`src/design/wkq_pkg.sv`:
```
// wkq_pkg: shared types, codes and sizes for the watchdog kick qualifier.
// Used by every module in design/; depends on nothing.
package wkq_pkg;

	localparam int GUARD_SLOTS = 8;
	localparam int SLOT_W      = 3;
	localparam int TIME_W      = 32;
	localparam int DEPTH_W     = 8;

	localparam logic [TIME_W-1:0]  MAX_BUDGET_RST = 32'd60000;
	localparam logic [DEPTH_W-1:0] DEPTH_MAX      = 8'd255;

	typedef enum logic [2:0] {
		KIND_STARTUP  = 3'd0,
		KIND_MAIN     = 3'd1,
		KIND_VM       = 3'd2,
		KIND_OPEN     = 3'd3,
		KIND_PROGRESS = 3'd4,
		KIND_CLOSE    = 3'd5
	} kind_t;

	typedef struct packed {
		logic arm;
		logic clear;
		logic touch;
	} slot_cmd_t;

	typedef struct packed {
		logic active;
		logic pending;
		logic moved;
	} slot_stat_t;

endpackage

```
`src/design/watchdog_kick_qualifier_core.sv`:
```
// watchdog_kick_qualifier_core: top level; input register, event decode,
// depth counter and result register. Depends on wkq_pkg, wkq_progress, wkq_slot_bank.
//
//  channel  | handshake           | payload
//  ---------+---------------------+------------------------------------
//  command  | start / busy        | kind, now_ms, budget, slot
//  result   | done (1-cycle)      | kick, guard_ok, open_guards
//  config   | cfg_we              | cfg_wdata (max_budget_ms)
//
// One item per cycle; the result strobes once the item has passed the input
// register, then decode into the result register. busy is always low.
// Async reset clears all control state, depth and max_budget_ms to 60000.
// The receiver cannot stall; done lasts exactly one cycle.
module watchdog_kick_qualifier_core (
	input  logic                         clk,
	input  logic                         arst_n,
	input  logic                         start,
	output logic                         busy,
	input  logic [2:0]                   kind,
	input  logic [wkq_pkg::TIME_W-1:0]   now_ms,
	input  logic [wkq_pkg::TIME_W-1:0]   budget,
	input  logic [wkq_pkg::SLOT_W-1:0]   slot,
	output logic                         done,
	output logic                         kick,
	output logic                         guard_ok,
	output logic [wkq_pkg::DEPTH_W-1:0]  open_guards,
	input  logic                         cfg_we,
	input  logic [wkq_pkg::TIME_W-1:0]   cfg_wdata
);

	logic                        valid_s1;
	logic [2:0]                  kind_s1;
	logic [wkq_pkg::TIME_W-1:0]  now_s1;
	logic [wkq_pkg::TIME_W-1:0]  budget_s1;
	logic [wkq_pkg::SLOT_W-1:0]  slot_s1;

	logic [wkq_pkg::TIME_W-1:0]  max_budget_q;
	logic [wkq_pkg::DEPTH_W-1:0] depth_q;
	logic                        done_q;
	logic                        kick_q;
	logic                        guard_ok_q;

	wkq_pkg::slot_cmd_t          slot_cmd;
	wkq_pkg::slot_stat_t         slot_stat;
	logic                        slot_ok;
	logic                        budget_ok;
	logic                        depth_zero;
	logic                        main_upd;
	logic                        vm_upd;
	logic                        main_moved;
	logic                        vm_moved;
	logic                        kick_d;
	logic                        ok_d;
	logic [wkq_pkg::DEPTH_W-1:0] depth_d;

	assign busy        = 1'b0;
	assign done        = done_q;
	assign kick        = kick_q;
	assign guard_ok    = guard_ok_q;
	assign open_guards = depth_q;

	always_ff @(posedge clk or negedge arst_n) begin
		if (!arst_n) begin
			valid_s1 <= 1'b0;
		end else begin
			valid_s1 <= start && !busy;
		end
	end

	always_ff @(posedge clk) begin
		if (start && !busy) begin
			kind_s1   <= kind;
			now_s1    <= now_ms;
			budget_s1 <= budget;
			slot_s1   <= slot;
		end
	end

	always_ff @(posedge clk or negedge arst_n) begin
		if (!arst_n) begin
			max_budget_q <= wkq_pkg::MAX_BUDGET_RST;
		end else if (cfg_we) begin
			max_budget_q <= cfg_wdata;
		end
	end

	assign slot_ok    = 7'(slot_s1) < 7'(wkq_pkg::GUARD_SLOTS);
	assign budget_ok  = (budget_s1 != '0) && (budget_s1 <= max_budget_q);
	assign depth_zero = depth_q == '0;

	always_comb begin
		kick_d   = 1'b0;
		ok_d     = 1'b0;
		depth_d  = depth_q;
		main_upd = 1'b0;
		vm_upd   = 1'b0;
		slot_cmd = '0;
		if (valid_s1) begin
			unique case (kind_s1)
				wkq_pkg::KIND_STARTUP: begin
					kick_d = 1'b1;
				end
				wkq_pkg::KIND_MAIN: begin
					main_upd = depth_zero;
					kick_d   = depth_zero && main_moved;
				end
				wkq_pkg::KIND_VM: begin
					vm_upd = depth_zero;
					kick_d = depth_zero && vm_moved;
				end
				wkq_pkg::KIND_OPEN: begin
					if (slot_ok) begin
						slot_cmd.clear = 1'b1;
						if (budget_ok) begin
							slot_cmd.arm = 1'b1;
							kick_d       = 1'b1;
							if (depth_q != wkq_pkg::DEPTH_MAX) begin
								depth_d = depth_q + 1'b1;
							end
						end
					end
				end
				wkq_pkg::KIND_PROGRESS: begin
					if (slot_ok && slot_stat.active && !depth_zero && slot_stat.pending) begin
						ok_d           = 1'b1;
						kick_d         = slot_stat.moved;
						slot_cmd.touch = slot_stat.moved;
					end
				end
				wkq_pkg::KIND_CLOSE: begin
					if (slot_ok && slot_stat.active) begin
						slot_cmd.clear = 1'b1;
						if (!depth_zero) begin
							depth_d = depth_q - 1'b1;
						end
					end
				end
				default: begin
				end
			endcase
		end
	end

	always_ff @(posedge clk or negedge arst_n) begin
		if (!arst_n) begin
			done_q     <= 1'b0;
			kick_q     <= 1'b0;
			guard_ok_q <= 1'b0;
			depth_q    <= '0;
		end else begin
			done_q     <= valid_s1;
			kick_q     <= kick_d;
			guard_ok_q <= ok_d;
			depth_q    <= depth_d;
		end
	end

	wkq_progress u_main (
		.clk    (clk),
		.arst_n (arst_n),
		.update (main_upd),
		.now_ms (now_s1),
		.moved  (main_moved)
	);

	wkq_progress u_vm (
		.clk    (clk),
		.arst_n (arst_n),
		.update (vm_upd),
		.now_ms (now_s1),
		.moved  (vm_moved)
	);

	wkq_slot_bank u_slots (
		.clk    (clk),
		.arst_n (arst_n),
		.cmd    (slot_cmd),
		.slot   (slot_s1),
		.now_ms (now_s1),
		.budget (budget_s1),
		.stat   (slot_stat)
	);

endmodule

```
`src/design/wkq_progress.sv`:
```
// wkq_progress: last-seen time tracker for one progress source (main or vm).
// Depends on wkq_pkg.
module wkq_progress (
	input  logic                        clk,
	input  logic                        arst_n,
	input  logic                        update,
	input  logic [wkq_pkg::TIME_W-1:0]  now_ms,
	output logic                        moved
);

	logic                       seen_q;
	logic [wkq_pkg::TIME_W-1:0] last_q;

	assign moved = !seen_q || (now_ms != last_q);

	always_ff @(posedge clk or negedge arst_n) begin
		if (!arst_n) begin
			seen_q <= 1'b0;
			last_q <= '0;
		end else if (update && moved) begin
			seen_q <= 1'b1;
			last_q <= now_ms;
		end
	end

endmodule

```
`src/design/wkq_slot_bank.sv`:
```
// wkq_slot_bank: guard slot storage (active bits, deadlines, last times)
// and the per-slot status compares. Depends on wkq_pkg.
module wkq_slot_bank (
	input  logic                        clk,
	input  logic                        arst_n,
	input  wkq_pkg::slot_cmd_t          cmd,
	input  logic [wkq_pkg::SLOT_W-1:0]  slot,
	input  logic [wkq_pkg::TIME_W-1:0]  now_ms,
	input  logic [wkq_pkg::TIME_W-1:0]  budget,
	output wkq_pkg::slot_stat_t         stat
);

	logic                       active_q   [wkq_pkg::GUARD_SLOTS];
	logic [wkq_pkg::TIME_W-1:0] deadline_q [wkq_pkg::GUARD_SLOTS];
	logic [wkq_pkg::TIME_W-1:0] last_q     [wkq_pkg::GUARD_SLOTS];
	logic [wkq_pkg::TIME_W-1:0] remain;

	// deadline still ahead while the wrapped difference is non-negative
	assign remain       = deadline_q[slot] - now_ms;
	assign stat.active  = active_q[slot];
	assign stat.pending = !remain[wkq_pkg::TIME_W-1];
	assign stat.moved   = now_ms != last_q[slot];

	always_ff @(posedge clk or negedge arst_n) begin
		if (!arst_n) begin
			for (int i = 0; i < wkq_pkg::GUARD_SLOTS; i++) begin
				active_q[i] <= 1'b0;
			end
		end else if (cmd.arm) begin
			active_q[slot] <= 1'b1;
		end else if (cmd.clear) begin
			active_q[slot] <= 1'b0;
		end
	end

	always_ff @(posedge clk) begin
		if (cmd.arm) begin
			deadline_q[slot] <= now_ms + budget;
			last_q[slot]     <= now_ms;
		end else if (cmd.touch) begin
			last_q[slot] <= now_ms;
		end
	end

endmodule

```
`config.mk`:
```
export PLATFORM = sky130hd
export DESIGN_NAME = watchdog_kick_qualifier_core
export DESIGN_NICKNAME = d
export VERILOG_FILES = /design/src/design/wkq_pkg.sv /design/src/design/watchdog_kick_qualifier_core.sv /design/src/design/wkq_progress.sv /design/src/design/wkq_slot_bank.sv
export SDC_FILE = /design/constraint.sdc
export NUM_CORES = 1
export LEC_CHECK = 0
export BUFFER_PORTS_ARGS = -buffer_cell sky130_fd_sc_hd__buf_2
export CAP_MARGIN = 5
export CORE_ASPECT_RATIO = 0.6
export CORE_MARGIN = 2
export CORE_UTILIZATION = 60
export CTS_BUF_LIST = sky130_fd_sc_hd__clkbuf_4 sky130_fd_sc_hd__clkbuf_8
export DETAILED_ROUTE_END_ITERATION = 6
export HOLD_SLACK_MARGIN = 0.1
export PLACE_DENSITY_LB_ADDON = 0.05
export SYNTH_ARGS = -nofsm -noshare
export SYNTH_HDL_FRONTEND = slang
export SYNTH_HIERARCHICAL = 1
export SYNTH_SLANG_ARGS = --single-unit
export TNS_END_PERCENT = 5
```
`constraint.sdc`:
```
create_clock -name clk -period 11.8 [get_ports clk]
set_input_delay 0.59 -clock clk [delete_from_list [all_inputs] [get_ports clk]]
set_output_delay 0.59 -clock clk [all_outputs]
set_load 0.05 [all_outputs]
```
==> flow_summary.rst <==
.. list-table::
   :header-rows: 1

   * - Metric
     - Value
   * - Mean instance size in the synthesized netlist
     - 15.21 µm²
   * - Top cell type's share of synthesized area
     - 58.09%
   * - Number of standard-cell rows in the floorplan
     - 63
   * - Most area-hungry cell type in the Yosys netlist
     - sky130_fd_sc_hd__edfxtp_1
   * - Initial standard-cell utilization of the core
     - 60.87%
   * - Number of flops mapped to enable cells by yosys
     - 582
   * - Top library cells by usage in the layout, fill and taps aside
     - sky130_fd_sc_hd__edfxtp_1, sky130_fd_sc_hd__a22oi_1, sky130_fd_sc_hd__buf_2, sky130_fd_sc_hd__dfrtp_1, sky130_fd_sc_hd__clkbuf_8
   * - Clock latency reported for the late side of the worst-skew pair
     - 0.70 ns
   * - Number of primary I/O pins
     - 118
   * - Total congestion overflow
     - 0
   * - HPWL reported at the end of detailed placement
     - 47,710 µm
   * - Via count of the first global-routing pass
     - 18,770
   * - Power spent charging and discharging nets
     - 1.664 mW
   * - Final cycle utilization of the critical path
     - 56.75%
   * - Most frequent standard cell in the layout excluding fill and tap cells
     - sky130_fd_sc_hd__edfxtp_1
   * - Total Neg Setup Slack
     - 0 ns
   * - Xor and xnor area share after synthesis
     - 3.785%
   * - Total area of multi-input combinational cells
     - 8954 µm²
   * - Netlist area before placement
     - 30,090 µm²
   * - Post-route DRC violation count
     - 0
   * - Crit path buf inv count
     - 3
   * - Kind of cell adding the most delay to the critical path
     - simple AND/OR/NAND/NOR gates
   * - Clk pwr share
     - 31.8%
   * - Final Hold Vio Count
     - 0
   * - Total of buffers placed on input and output ports
     - 116
   * - Most used flip-flop cell after synthesis
     - sky130_fd_sc_hd__edfxtp_1
   * - List of cells traversed by the critical path
     - buf_4 -> nor3b_4 -> buf_4 -> a22oi_1 -> nand4_1 -> ha_1 -> a21o_1 -> a21o_1 -> a211oi_1 -> o21ai_0 -> a2111oi_0 -> a21oi_1 -> xnor2_1 -> nand2_1 -> nor4_1 -> and3_1 -> and2_1 -> nor2_1 -> buf_4 -> nor2b_4
   * - Clock-pin transition on the worst setup and hold timing paths
     - 0.06 ns
   * - Worst path arrival time
     - 6.98 ns
   * - Dominant combinational cell family by area after synthesis
     - compound AO/OA/AOI/OAI gates
   * - Cell types occupying the most area after synthesis
     - sky130_fd_sc_hd__edfxtp_1, sky130_fd_sc_hd__dfrtp_1, sky130_fd_sc_hd__a22oi_1
   * - Share of layout cells above drive strength 1
     - 20.03%
   * - Multiplexer share of the synthesized area
     - 3.298%
   * - Post-Synthesis Net Count
     - 2,185
   * - Total of flip-flops plus latches after synthesis
     - 700
   * - Slew at the pin with the worst max-slew slack
     - 1.342 ns
   * - Async SR Flop Fraction
     - 16.86%
   * - Number of antenna-violating nets in the routed design
     - 0
   * - Share of the core filled with cells
     - 69.65%
   * - Maximum fanout encountered on the critical timing path
     - 56
   * - Synth Area in Compound Gates
     - 11.20%
   * - GPL Wtd Cong
     - 0.8965
   * - First-pass GRT wire length
     - 119,200 µm
   * - Cell repeated most along the worst path
     - sky130_fd_sc_hd__buf_4
   * - Fillers
     - 3,308
   * - Max-Cap Viols
     - 0
   * - Highest cell delay on the worst timing path
     - 0.97 ns
   * - Startpoint class of the critical path
     - flop
   * - Routed len/inst
     - 26.89 µm
   * - Clock tree from TritonCTS
     - built
   * - Die Outline Area
     - 52,010 µm²
   * - Non-Filler Cell Area, Final
     - 34,430 µm²
   * - Total via count after detailed routing
     - 19,070
   * - Sequential Power Share
     - 50.6%
   * - Sw Ratio
     - 27.71%
   * - Overall global routing resource usage
     - 31.43%
   * - Cell with the biggest individual delay on the critical path
     - sky130_fd_sc_hd__nor2b_4
   * - Top achievable clock speed
     - 149.3 MHz
   * - Placed cell areas
     - 31,430 µm²
   * - Area added between synthesis and finish
     - 14.43%
   * - First-pass iteration count of the detailed router
     - 7
   * - Worst setup skew after layout
     - 0.03948 ns
   * - CP Data Required Time
     - 12.08 ns
   * - Net total in the final layout
     - 2,461
   * - Number of distinct standard cells referenced by the synthesized netlist
     - 81
   * - Average via count per standard cell
     - 6.384
   * - Comb power frac
     - 17.6%
   * - Category of the most critical setup path
     - flop to flop
   * - Time the worst path needs with I/O delays and setup
     - 6.697 ns
   * - H-tree Lvls
     - 3
   * - Root Buffer
     - sky130_fd_sc_hd__clkbuf_8
   * - Headroom to the max-slew limit
     - 8.249%
   * - Leakage power of the design
     - 12.62 nW
   * - Fraction of the mapped netlist area in adder cells
     - 4.250%
   * - Unrepaired setup endpoints after global routing
     - no
   * - DIE WIDTH
     - 293.1 µm
   * - Wire length after detailed routing
     - 80,360 µm
   * - Number of antenna violations at the first check in global routing
     - 2
   * - Number of clock sinks
     - 700
   * - Pin count of the biggest net entering global routing
     - 72
   * - Synthesized netlist cell count
     - 1,978
   * - Worst path setup slack after routing
     - 5.103 ns
   * - Final count of pins violating max slew
     - 0
   * - Number of buffers created by CTS
     - 98
   * - Status
     - complete, no violations
   * - Sequential element share of the synthesized area
     - 67.94%
   * - Footprint of the flip-flops and latches
     - 20,440 µm²
   * - Maximum number of buffers from clock root to sink
     - 3
   * - Y dimension of the die
     - 177.5 µm
   * - Pre-CTS WS
     - 5.194 ns
   * - Post-cts repair resize count
     - 0
   * - Yosys warning total
     - 6
   * - Worst voltage drop across the vdd grid
     - 0.1401 mV
   * - Basic-gate share of the synthesized area counting and, or, nand and nor cells
     - 6.920%
   * - Number of DRC markers in iteration 0
     - 2,112
   * - Min-delay worst type
     - primary input to flop
   * - Power per cell area
     - 174.5 nW/µm²
   * - Internal portion of total power
     - 4.342 mW
   * - Core outline area
     - 49,420 µm²
   * - Number of buffers inserted to repair setup after CTS
     - 0
   * - Final setup fails
     - 0
   * - Kind of end point of the critical path
     - flop
worst paths after layout:
kind | end | depth (start not counted) | startpoint | slack (ns)
max in group asynchronous | u_vm/last_q[28] | 3 | arst_n | 9.92
min in group asynchronous | valid_s1 | 2 | arst_n | 0.50
worst min-delay path | max_budget_q[17] | 3 | cfg_wdata[17] | 0.15
worst max register to register | u_slots/last_q[7][17] | 20 | slot_s1[2] | 5.10
worst min register to register | u_main/seen_q | 1 | u_main/seen_q | 0.48
worst max-delay path | u_slots/last_q[7][17] | 20 | slot_s1[2] | 5.10
metal layers:
metal | global-route usage (%) | wire, µm | vias to the layer above
li1 | - | - | 8352
met1 | 49.26 | 36190 | 9582
met2 | 44.14 | 33770 | 1028
met3 | 8.003 | 9006 | 110
met4 | 7.158 | 1377 | 2
met5 | 0 | 18 | -
timing repair:
item / 4_1_cts / 5_1_grt
endpoints found under the hold margin: 143 / 0
hold buffers: 100 / 0
endpoints found under the setup margin: 0 / 0
power by group through the flow:
stage | clock network (mW) | logic [mW] | registers, mW
after CTS | 1.93 | 1.04 | 3.04
after floorplan | 0 | 0.640 | 3.12
after detailed placement | 0 | 1.00 | 3.09
after global placement | 0 | 0.974 | 3.08
after global routing | 2.05 | 1.14 | 3.06
final | 1.91 | 1.06 | 3.04
state kept, by name, summed over array words and instances (netlist names), named ones only:
signal,flops
u_slots/deadline_q,256
kick,1
max_budget_q,32
guard_ok,1
budget_s1,32
kind_s1,3
valid_s1,1
slot_s1,3
done,1
open_guards,8
u_vm/seen_q,1
u_main/last_q,32
now_s1,32
u_vm/last_q,32
u_main/seen_q,1
u_slots/last_q,256
cell families after synthesis:
logic type	count (synthesis)
buffers and inverters	162
XOR/XNOR	130
flip-flops	700
AO/OA/AOI/OAI	464
multiplexers	74
AND/OR/NAND/NOR	346
other	1
adder cells (fa/ha/maj)	101
cell usage after synthesis (all sizes together) (18+ instances only):
cell type / n
dfrtp: 111
inv: 73
o21ai: 67
a21oi: 56
mux2: 72
nor2: 24
nor4: 18
clkbuf: 34
nand4: 86
buf: 55
nand3: 22
xor2: 25
ha: 99
edfxtp: 582
nand2: 84
a22oi: 223
a21o: 31
xnor2: 105
worst register-to-register path: stages (launching register included):
cell                        delay (ns)
sky130_fd_sc_hd__edfxtp_1         0.32
sky130_fd_sc_hd__buf_4            0.38
sky130_fd_sc_hd__nor3b_4          0.63
sky130_fd_sc_hd__buf_4            0.73
sky130_fd_sc_hd__a22oi_1          0.20
sky130_fd_sc_hd__nand4_1          0.18
sky130_fd_sc_hd__ha_1             0.28
sky130_fd_sc_hd__a21o_1           0.20
sky130_fd_sc_hd__a21o_1           0.18
sky130_fd_sc_hd__a211oi_1         0.24
sky130_fd_sc_hd__o21ai_0          0.10
sky130_fd_sc_hd__a2111oi_0        0.37
sky130_fd_sc_hd__a21oi_1          0.18
sky130_fd_sc_hd__xnor2_1          0.38
sky130_fd_sc_hd__nand2_1          0.11
sky130_fd_sc_hd__nor4_1           0.23
sky130_fd_sc_hd__and3_1           0.21
sky130_fd_sc_hd__and2_1           0.12
sky130_fd_sc_hd__nor2_1           0.04
sky130_fd_sc_hd__buf_4            0.21
sky130_fd_sc_hd__nor2b_4          0.98
final cells by class:
| type | count | share of cell area, % |
|---|---|---|
| clock inverter | 37 | 0.5961 |
| sequential | 700 | 59.37 |
| tap | 650 | 2.362 |
| inverter | 73 | 0.7960 |
| antenna | 1 | 0.007269 |
| clock buffer | 146 | 5.183 |
| timing repair buffer | 265 | 5.677 |
| multi-input combinational | 1116 | 26.01 |
through the flow:
stage          std cells  power (mW)  hold WS (ns)
6_report            2988       6.007        0.1483
5_1_grt             2987       6.242        0.1285
4_1_cts             2987       6.004        0.1010
3_5_place_dp        2704       4.089        0.4533
3_3_place_gp        2704       4.053        0.4435
2_1_floorplan       1978       3.756        0.2944
Power figures use the tool's default switching activity.
